==> src/rtl/cmce_pkg.sv <==
// cmce_pkg: types, constants and helpers shared by the per-class mean and
// covariance estimator. No dependencies.
`timescale 1ns / 1ps
package cmce_pkg;

  localparam int unsigned MaxSamples = 65536;
  localparam int unsigned CntW       = 17;
  localparam int unsigned SumW       = 33;
  localparam int unsigned SqW        = 48;
  localparam int unsigned DivW       = 64;
  localparam logic [16:0] ThreshReset = 17'd58982;
  localparam logic [31:0] OutlierVar  = 32'd327680;
  localparam logic [1:0]  OutlierIdx  = 2'd3;

  typedef struct packed {
    logic signed [15:0] intensity_x;
    logic signed [15:0] intensity_y;
    logic               point_missing;
    logic [16:0]        prob_class_zero;
    logic [16:0]        prob_class_one;
    logic [16:0]        prob_class_two;
    logic               last_sample;
  } sample_t;

  typedef struct packed {
    logic [1:0]         cluster_index;
    logic signed [15:0] mean_x;
    logic signed [15:0] mean_y;
    logic signed [31:0] var_xx;
    logic signed [31:0] var_xy;
    logic signed [31:0] var_yy;
    logic [16:0]        weight;
    logic               too_few_points;
    logic               last_cluster;
  } record_t;

  // controller to datapath
  typedef struct packed {
    logic       accum;
    logic       clear;
    logic [1:0] cls;
    logic [3:0] op;
    logic       div_start;
    logic       emit;
  } dp_cmd_t;

  // datapath to controller
  typedef struct packed {
    logic div_done;
  } dp_stat_t;

  // emission micro-ops
  typedef enum logic [3:0] {
    OpMeanX  = 4'd0,
    OpMeanY  = 4'd1,
    OpWeight = 4'd2,
    OpQa     = 4'd3,
    OpQb     = 4'd4,
    OpCovA   = 4'd5,
    OpCovB   = 4'd6,
    OpNone   = 4'd7
  } op_e;

endpackage

==> src/rtl/cmce_ctrl.sv <==
// cmce_ctrl: sequencer that accepts samples and walks the four classes
// through the divider at the end of a set. Depends on cmce_pkg.
`timescale 1ns / 1ps
module cmce_ctrl import cmce_pkg::*; (
  input  logic     clk_i,
  input  logic     rst_ni,
  input  logic     start_i,
  input  logic     last_i,
  input  dp_stat_t stat_i,
  output logic     busy_o,
  output dp_cmd_t  cmd_o
);
  typedef enum logic [3:0] {
    StIdle = 4'b0001,
    StIss  = 4'b0010,
    StWait = 4'b0100,
    StEmit = 4'b1000
  } state_e;

  state_e     st_q, st_d;
  logic [1:0] cls_q, cls_d;
  op_e        op_q, op_d;
  logic [1:0] pair_q, pair_d;
  op_e        nxt;

  // op after the current one; covariance pairs loop three times
  always_comb begin
    nxt = OpNone;
    case (op_q)
      OpMeanX:  nxt = OpMeanY;
      OpMeanY:  nxt = OpWeight;
      OpWeight: nxt = (cls_q == OutlierIdx) ? OpNone : OpQa;
      OpQa:     nxt = OpQb;
      OpQb:     nxt = OpCovA;
      OpCovA:   nxt = OpCovB;
      OpCovB:   nxt = (pair_q == 2'd2) ? OpNone : OpQa;
      default:  nxt = OpNone;
    endcase
  end

  always_comb begin
    st_d = st_q; cls_d = cls_q; op_d = op_q; pair_d = pair_q;
    cmd_o = '0;
    cmd_o.cls = cls_q;
    cmd_o.op  = op_q;
    unique case (st_q)
      StIdle: begin
        cmd_o.accum = start_i;
        if (start_i && last_i) begin
          st_d = StIss; cls_d = '0; op_d = OpMeanX; pair_d = '0;
        end
      end
      StIss: begin
        cmd_o.div_start = 1'b1;
        st_d = StWait;
      end
      StWait: begin
        if (stat_i.div_done) begin
          if (op_q == OpCovB) pair_d = pair_q + 2'd1;
          op_d = nxt;
          st_d = (nxt == OpNone) ? StEmit : StIss;
        end
      end
      StEmit: begin
        cmd_o.emit = 1'b1;
        pair_d = '0;
        op_d = OpMeanX;
        if (cls_q == OutlierIdx) begin
          cmd_o.clear = 1'b1;
          st_d = StIdle;
        end else begin
          cls_d = cls_q + 2'd1;
          st_d = StIss;
        end
      end
      default: st_d = StIdle;
    endcase
  end

  always_ff @(posedge clk_i or negedge rst_ni) begin
    if (!rst_ni) begin
      st_q <= StIdle; cls_q <= '0; op_q <= OpMeanX; pair_q <= '0;
    end else begin
      st_q <= st_d; cls_q <= cls_d; op_q <= op_d; pair_q <= pair_d;
    end
  end
  assign busy_o = (st_q != StIdle);
endmodule

==> config.mk <==
export PLATFORM = sky130hd
export DESIGN_NAME = cmce_ctrl
export DESIGN_NICKNAME = d
export VERILOG_FILES = /design/src/rtl/cmce_pkg.sv /design/src/rtl/cmce_ctrl.sv
export SDC_FILE = /design/constraint.sdc
export NUM_CORES = 1
export LEC_CHECK = 0
export BUFFER_PORTS_ARGS = -buffer_cell sky130_fd_sc_hd__buf_2
export CAP_MARGIN = 25
export CORE_MARGIN = 1
export CORE_UTILIZATION = 35
export DETAILED_ROUTE_END_ITERATION = 16
export SYNTH_ARGS = -nofsm -noshare
export SYNTH_HDL_FRONTEND = slang
export SYNTH_SLANG_ARGS = --single-unit
==> constraint.sdc <==
create_clock -name clk_i -period 1.93 [get_ports clk_i]
set_input_delay 0.386 -clock clk_i [delete_from_list [all_inputs] [get_ports clk_i]]
set_output_delay 0.386 -clock clk_i [all_outputs]
set_load 0.05 [all_outputs]
Word-level counts from Yosys, hierarchy flattened

Index checks and enable logic that the tools add are counted.

Output and inout bits: 11
Register bits: 12
Word-level logic and storage cells: 54
Bits of input ports: 5

Equality and inequality tests: 18
Add/subtract/negate cells: 2
Muxes and demuxes: 22
Reduce and logical (&&, ||, !) cells: 8

Operators by type and width:

| operator            | number |
|---|---|
| $pmux 3 s7          | 1 |
| $eq 4x3->1 const B  | 5 |
| $mux 4              | 5 |
| $pmux 4 s4          | 1 |
| $eq 4x2->1 const B  | 3 |
| $pmux 4 s3          | 1 |
| $mux 2              | 5 |
| $eq 4x1->1 const B  | 2 |
| $ne 2x2->1 const B  | 4 |
| $mux 3              | 2 |
| $pmux 2 s3          | 1 |
| $reduce_and 3->1    | 2 |
| $mux 1              | 5 |
| $add 2x1->2 const B | 2 |
| $eq 2x2->1 const B  | 2 |
| $eq 4x4->1 const B  | 1 |
| $logic_not 4->1     | 1 |
| $ne 4x1->1 const B  | 1 |
| $pmux 2 s2          | 1 |
| $reduce_and 4->1    | 1 |
| $reduce_bool 3->1   | 1 |
| $reduce_and 2->1    | 1 |
| $reduce_bool 2->1   | 1 |
| $logic_and 1x1->1   | 1 |

Longest topological paths before layout

Gate-level depths: netlist of run 1.

Depth after elaboration: 7
Depth in mapped cells: 6

Worst setup path after synthesis of run 1

Ideal clock, no wire load.

Path kind: flip-flop to output port
From: reg st_q[2]
To: out cmd_o[8] in the netlist's numbering
Path slack: -0.815 ns
Cell stages (with the launch flop): 4
Data arrival time: 2.359 ns
Buffers on the path: 0
Cells stage by stage: dfrtp_1 > nand2b_2 > nor3_1 > and2_1

RTL lines:

| element                  | line            | source |
|---|---|---|
| start: declaration       | cmce_ctrl.sv:20 | `state_e st_q, st_d;` |
| start signal: assignment | cmce_ctrl.sv:84 | `st_q <= st_d; cls_q <= cls_d; op_q <= op_d; pair_q <= pair_d;` |
| end: declaration         | cmce_ctrl.sv:11 | `output dp_cmd_t cmd_o` |

Worst setup path after layout of run 1

From: reg st_q[1]
To: out busy_o

Word-level cells in the longest chain between the ends: 1

RTL lines:

| element          | line            | source |
|---|---|---|
| $ne 4x1->1       | cmce_ctrl.sv:87 | `assign busy_o = (st_q != StIdle);` |
| end: declaration | cmce_ctrl.sv:10 | `output logic busy_o,` |

No other way between the ends.

==> results of run 1 <==
## state kept, by name (all words and copies together), names as in the netlist
| signal | cells |
|---|---|
| cls_q | 2 |
| op_q | 3 |
| pair_q | 2 |
| st_q | 4 |
## cells by family (layout without fill, tap and decap cells)
logic type                 Yosys count  count (layout)  synth area share
buffers and inverters                8              28            0.0576
xor gates and xnor gates             1               1            0.0122
muxes                                1               1            0.0140
DFF                                 11              11             0.386
other                                1               1           0.00523
adders and majority gates            2               2            0.0349
AOI/OAI and AO/OA                   26              26             0.236
and+or+nand+nor                     26              26             0.255
## layer usage
| layer | track usage | wire (microns) | vias up |
|---|---|---|---|
| li1 | - | - | 310 |
| met2 | 0.227 | 769 | 15 |
| met1 | 0.198 | 728 | 297 |
| met5 | 0 | 0 | - |
| met4 | 0.120 | 14 | 0 |
| met3 | 0.0231 | 46 | 2 |
## worst paths after layout
kind,start,endpoint,slack (ns)
min in group asynchronous,rst_ni,pair_q[1],0.51
worst min-delay path,stat_i,st_q[2],0.36
worst min register to register,pair_q[0],pair_q[0],0.49
max in group asynchronous,rst_ni,st_q[0],1.16
worst max register to register,st_q[1],op_q[2],0.33
worst max-delay path,st_q[1],busy_o,0.08
## critical path, delay by kind of cell (launching register included)
kind                   cells  cell delay [ns]
AND/OR/NAND/NOR            1             0.30
buffers and inverters      3             0.42
flip-flops                 1             0.48
## cell type report
type,instances,area share
sequential,11,0.316
timing repair buffer,19,0.128
clock buffer,4,0.0298
inverter,5,0.0213
multi-input combinational,57,0.467
tap,27,0.0383
## per-stage QoR
step / hold WS (ns) / utilization / setup slack, ns / setup TNS, ns / total power [mW]
finish: 0.357 / 0.454 / 0.0778 / 0 / 0.607
global route: 0.376 / 0.454 / -0.0112 / -0.0112 / 0.647
CTS: 0.347 / 0.453 / 0.0133 / 0 / 0.618
detailed placement: 0.274 / 0.429 / 0.252 / 0 / 0.452
global placement: 0.271 / 0.429 / 0.265 / 0 / 0.450
floorplan: 0.0904 / - / 0.0183 / 0 / 0.405
## cell usage after synthesis, types with 2 or more instances
cell	instances	area (sq um)
nand3b_1	3	22.5
o21a_1	3	22.5
and2_2	2	15.0
nor4b_4	2	47.6
a21o_1	2	15.0
ha_1	2	25.0
nor2_1	4	15.0
nand2_1	7	26.3
a21oi_1	6	30.0
inv_1	5	18.8
o21ai_0	6	30.0
dfrtp_1	10	250
## power by group through the flow
stage	Clock, mW	Combinational [mW]	Sequential, mW
after floorplan	0	0.141	0.265
after global placement	0	0.176	0.275
after detailed placement	0	0.176	0.276
after CTS	0.164	0.193	0.261
after global routing	0.174	0.207	0.266
final	0.154	0.190	0.263
## repair_timing
item                                    CTS  global route
endpoints found under the hold margin    10             0
gates resized for setup                   1             2
endpoints found under the setup margin    3             3
pin swaps                                 0             0
hold buffers                              1             0
setup buffers                             1             0
==> impl_metrics.env, run 1 <==
export IMPL_drive_above_1_share=0.344
export IMPL_synth_area_sq_um=717
export IMPL_dpl_cell_count=117
export IMPL_die_area_sq_um=2230
export IMPL_synth_seq_cells=11
export IMPL_clock_sinks=11
export IMPL_required_ns=1.54
export IMPL_grt_pass1_wl_microns=2340
export IMPL_crit_path_cell_trace="nor4b_4 > buf_4 > inv_1 > buf_2"
export IMPL_final_cell_area_sq_um=882
export IMPL_clockPowerShare=0.254
export IMPL_hpwl_microns=1200
export IMPL_port_buffers=14
export IMPL_final_period_utilization=0.960
export IMPL_synth_warning_count=0
export IMPL_synth_distinct_cells=36
export IMPL_syn_to_final_growth_pct=23.0
export IMPL_netSwitchingFraction=0.345
export IMPL_peakVddDrop_v=0.000384
export IMPL_htree_num_levels=1
export IMPL_grt_pass1_vias=532
export IMPL_nNetsFinal=104
export IMPL_endpoint_kind="output port"
export IMPL_instances_no_fill=123
export IMPL_place_area_sq_um=833
export IMPL_antenna_found_initial=0
export IMPL_cellPowerDensity_nw_per_um2=688
export IMPL_drc=0
export IMPL_core_area_sq_um=1940
export IMPL_async_reset_ff_frac=1.00
export IMPL_drv_cap=0
export IMPL_fmax_mhz=540
export IMPL_slowest_delay_ns=0.48
export IMPL_firstDrtPassIters=4
export IMPL_track_usage=0.153
export IMPL_seq_area_frac_synth=0.386
export IMPL_finalCriticalPeriod_ns=1.85
export IMPL_power_internal_mw=0.397
export IMPL_via_per_inst=5.07
export IMPL_wire_per_inst_microns=12.7
export IMPL_fillers=214
export IMPL_outcome="finished, final reports clean"
export IMPL_hold_path_class="primary input to flop"
export IMPL_setup_violations=0
export IMPL_p_seq_frac=0.434
export IMPL_vias=624
export IMPL_clk_latency_ns=0.26
export IMPL_syn_inst=76
export IMPL_wl_microns=1560
export IMPL_tritoncts="done"
export IMPL_grt_overflow=0
export IMPL_synthFlopType="dfrtp_1"
export IMPL_n_antenna_cell=0
export IMPL_multi_input_area_sq_um=412
export IMPL_critPathSlowestCell="dfrtp_2"
export IMPL_p_leak_nw=0.400
export IMPL_die_w_microns=47.3
export IMPL_initial_utilization=0.369
export IMPL_drv_slew=0
export IMPL_final_common_cell="buf_2"
export IMPL_avgSynthCellArea_sq_um=9.43
export IMPL_layout_common_cells="buf_2 (13), dfrtp_1 (8), nand2_1 (7)"
export IMPL_skew_ns=0.00157
export IMPL_r2r_cells=5
export IMPL_rsz0062_at_grt="yes"
export IMPL_io_pins=16
export IMPL_die_y_microns=47.3
export IMPL_clock_path_buffers=2
export IMPL_root_buffer="clkbuf_4"
export IMPL_critical_path_class="flop to output port"
export IMPL_pwr_share_comb=0.312
export IMPL_cts_buffers=3
export IMPL_first_iter_violations=22
export IMPL_worst_path_max_fanout=7
export IMPL_finalHoldViolations=0
export IMPL_whs_path_depth=2
export IMPL_cp_start_kind="flop"
export IMPL_crit_arrival_ns=1.47
export IMPL_final_antenna_net_count=0
export IMPL_layout_area_seq_sq_um=279
export IMPL_rows=16
export IMPL_power_switching_mw=0.210
export IMPL_place_congestion=0.777
export IMPL_grt_max_degree=12
export IMPL_synth_nets=83
export IMPL_clkSlewWorstSetupHoldPaths_ns=0.07
export IMPL_synth_edff_count=0
No activity file was read; power rests on OpenSTA's default activity.
==> inputs of run 2 (changes only) <==
--- a/config.mk
+++ b/config.mk
@@ -5,6 +5,7 @@
 export SDC_FILE = /design/constraint.sdc
 export NUM_CORES = 1
 export LEC_CHECK = 0
+export ABC_AREA = 1
 export BUFFER_PORTS_ARGS = -buffer_cell sky130_fd_sc_hd__buf_2
 export CAP_MARGIN = 25
 export CORE_MARGIN = 1
==> impl_metrics.env, run 2 <==
export IMPL_outcome="finished, final reports clean"
export IMPL_port_buffers=14
export IMPL_drv_cap=0
export IMPL_r2r_cells=7
export IMPL_synth_edff_count=0
export IMPL_hp_start="last_i"
export IMPL_drv_slew=0
export IMPL_io_pins=16
export IMPL_die_w_microns=46.4
export IMPL_antenna_found_initial=0
export IMPL_hpwl_microns=1030
export IMPL_instances_no_fill=134
export IMPL_synth_distinct_cells=22
export IMPL_cp_start_kind="flop"
export IMPL_cts_buffers=3
export IMPL_seq_area_frac_synth=0.401
export IMPL_avgSynthCellArea_sq_um=7.58
export IMPL_vias=600
export IMPL_clk_latency_ns=0.26
export IMPL_r2r_start="st_q[0]"
export IMPL_p_leak_nw=0.462
export IMPL_synth_most_common_cell="nand2_1"
export IMPL_syn_to_final_growth_pct=19.6
export IMPL_hold_path_class="primary input to flop"
export IMPL_core_area_sq_um=1780
export IMPL_die_y_microns=46.4
export IMPL_dp_slack_ns=0.390
export IMPL_rows=15
export IMPL_grt_pass1_wl_microns=2080
export IMPL_synth_area_leader_cell="dfrtp_1"
export IMPL_crit_path_cell_trace="inv_1 > nor2_2 > nand2_2 > nor2_2 > buf_2"
export IMPL_finalCriticalPeriod_ns=1.82
export IMPL_rsz0062_at_grt="no"
export IMPL_yosysTopAreaCellShare=0.363
export IMPL_cpMostUsedCell="nor2_2"
export IMPL_n_antenna_cell=0
export IMPL_synthFlopType="dfrtp_1"
export IMPL_reg2reg_slack_ns=0.59
export IMPL_place_congestion=0.860
export IMPL_top_register="st_q"
export IMPL_utilization=0.462
export IMPL_initial_utilization=0.387
export IMPL_clock_sinks=11
export IMPL_first_iter_violations=17
export IMPL_htree_num_levels=1
export IMPL_post_cts_buffers=0
export IMPL_holdPathEnd="st_q[0]"
export IMPL_critical_path_class="flop to output port"
export IMPL_async_reset_ff_frac=1.00
export IMPL_endpoint_kind="output port"
export IMPL_synth_area_sq_um=689
export IMPL_final_period_utilization=0.944
export IMPL_crit_arrival_ns=1.44
export IMPL_tns_ns=0
export IMPL_finalHoldViolations=0
export IMPL_timing_rr_end="op_q[0]"
export IMPL_peakVddDrop_v=0.000519
export IMPL_largestRegisters="st_q (4), op_q (3)"
export IMPL_fin_ws_ns=0.109
export IMPL_track_usage=0.143
export IMPL_largest_reg_flops=4
export IMPL_root_buffer="clkbuf_4"
export IMPL_setup_violations=0
export IMPL_synth_nets=98
export IMPL_cellPowerDensity_nw_per_um2=1290
export IMPL_nNetsFinal=117
export IMPL_wl_microns=1300
export IMPL_critPathSlowestCell="dfstp_2"
export IMPL_synth_seq_cells=11
export IMPL_drc=0
export IMPL_netlist_top_cells_area="dfrtp_1 (36%), nand2_1 (14%), nand3_2 (7.3%), inv_1 (5.4%), nor2_1 (5.4%)"
export IMPL_whs_path_depth=4
export IMPL_synth_warning_count=0
export IMPL_drive_above_1_share=0.330
export IMPL_layout_common_cells="nand2_1 (26), buf_2 (14), inv_1 (10), dfrtp_1 (10), nor2_1 (8)"
export IMPL_clock_path_buffers=2
export IMPL_tritoncts="done"
export IMPL_worst_path_max_fanout=5
export IMPL_skew_ns=0.00240
export IMPL_grt_pass1_vias=468
export IMPL_syn_inst=91
export IMPL_clkSlewWorstSetupHoldPaths_ns=0.07
export IMPL_die_area_sq_um=2150
export IMPL_fmax_mhz=549
export IMPL_grt_max_degree=12
export IMPL_wire_per_inst_microns=9.69
export IMPL_grt_overflow=0
export IMPL_synth_top_cells_by_count="nand2_1 (26), dfrtp_1 (10), inv_1 (10), nor2_1 (10), nand3_2 (5)"
export IMPL_slowest_delay_ns=0.54
export IMPL_firstDrtPassIters=4
export IMPL_final_common_cell="nand2_1"
export IMPL_final_antenna_net_count=0
export IMPL_required_ns=1.54
export IMPL_dpl_cell_count=129
export IMPL_via_per_inst=4.48
-- run 2: logic make-up after synthesis --
logic type	after synthesis	share of synthesized area
compound gates	7	0.0599
fa+ha+maj	2	0.0363
buf+inv	13	0.0799
flops	11	0.401
other cells	1	0.00544
simple gates	57	0.417
-- run 2: stage by stage --
stage	area [sq um]	total power, mW	hold WS [ns]
floorplan	694	0.809	0.0904
global placement	788	0.912	0.275
detailed placement	788	0.920	0.276
CTS	825	1.08	0.414
global route	825	1.15	0.432
finish	825	1.07	0.421
-- run 2: final cells by class --
type,instances,area [sq um]
Fill cell,191,958
Multi-Input combinational cell,67,363
Sequential cell,11,277
Timing Repair Buffer,15,80.1
Inverter,12,47.5
Tap cell,25,31.3
Clock buffer,4,26.3
-- run 2: per-layer routing --
layer / track usage / wire length, microns / vias up
met5: 0 / 0 / -
li1: - / - / 323
met3: 0.0706 / 62 / 2
met2: 0.197 / 572 / 14
met1: 0.198 / 651 / 261
met4: 0.0353 / 13 / 0
-- run 2: how the worst max path moves through the flow --
stage	startpoint	to	slack, ns	cells past startpoint
finish	st_q[0]	cmd_o[9]	0.11	5
global route	st_q[0]	cmd_o[9]	0.01	5
CTS	st_q[0]	cmd_o[9]	0.09	5
detailed placement	st_q[0]	cmd_o[9]	0.39	5
global placement	st_q[0]	cmd_o[9]	0.42	5
floorplan	st_q[0]	cmd_o[9]	0.14	4
-- run 2: where the power goes --
part | switching (mW) | internal, mW
clock network | 0.0747 | 0.0798
registers | 0.0316 | 0.280
logic | 0.443 | 0.159
total | 0.549 | 0.519
-- run 2: timing repair --
item / in CTS / in global routing
resized for setup: 0 / 0
hold buffers: 1 / 0
hold endpoints to repair: 10 / 0
-- run 2: worst max-delay path: cells and delay by family, from the launching register on --
kind | cells | cell delay [ns]
flip-flops | 1 | 0.54
buffers and inverters | 2 | 0.32
AND/OR/NAND/NOR | 3 | 0.31
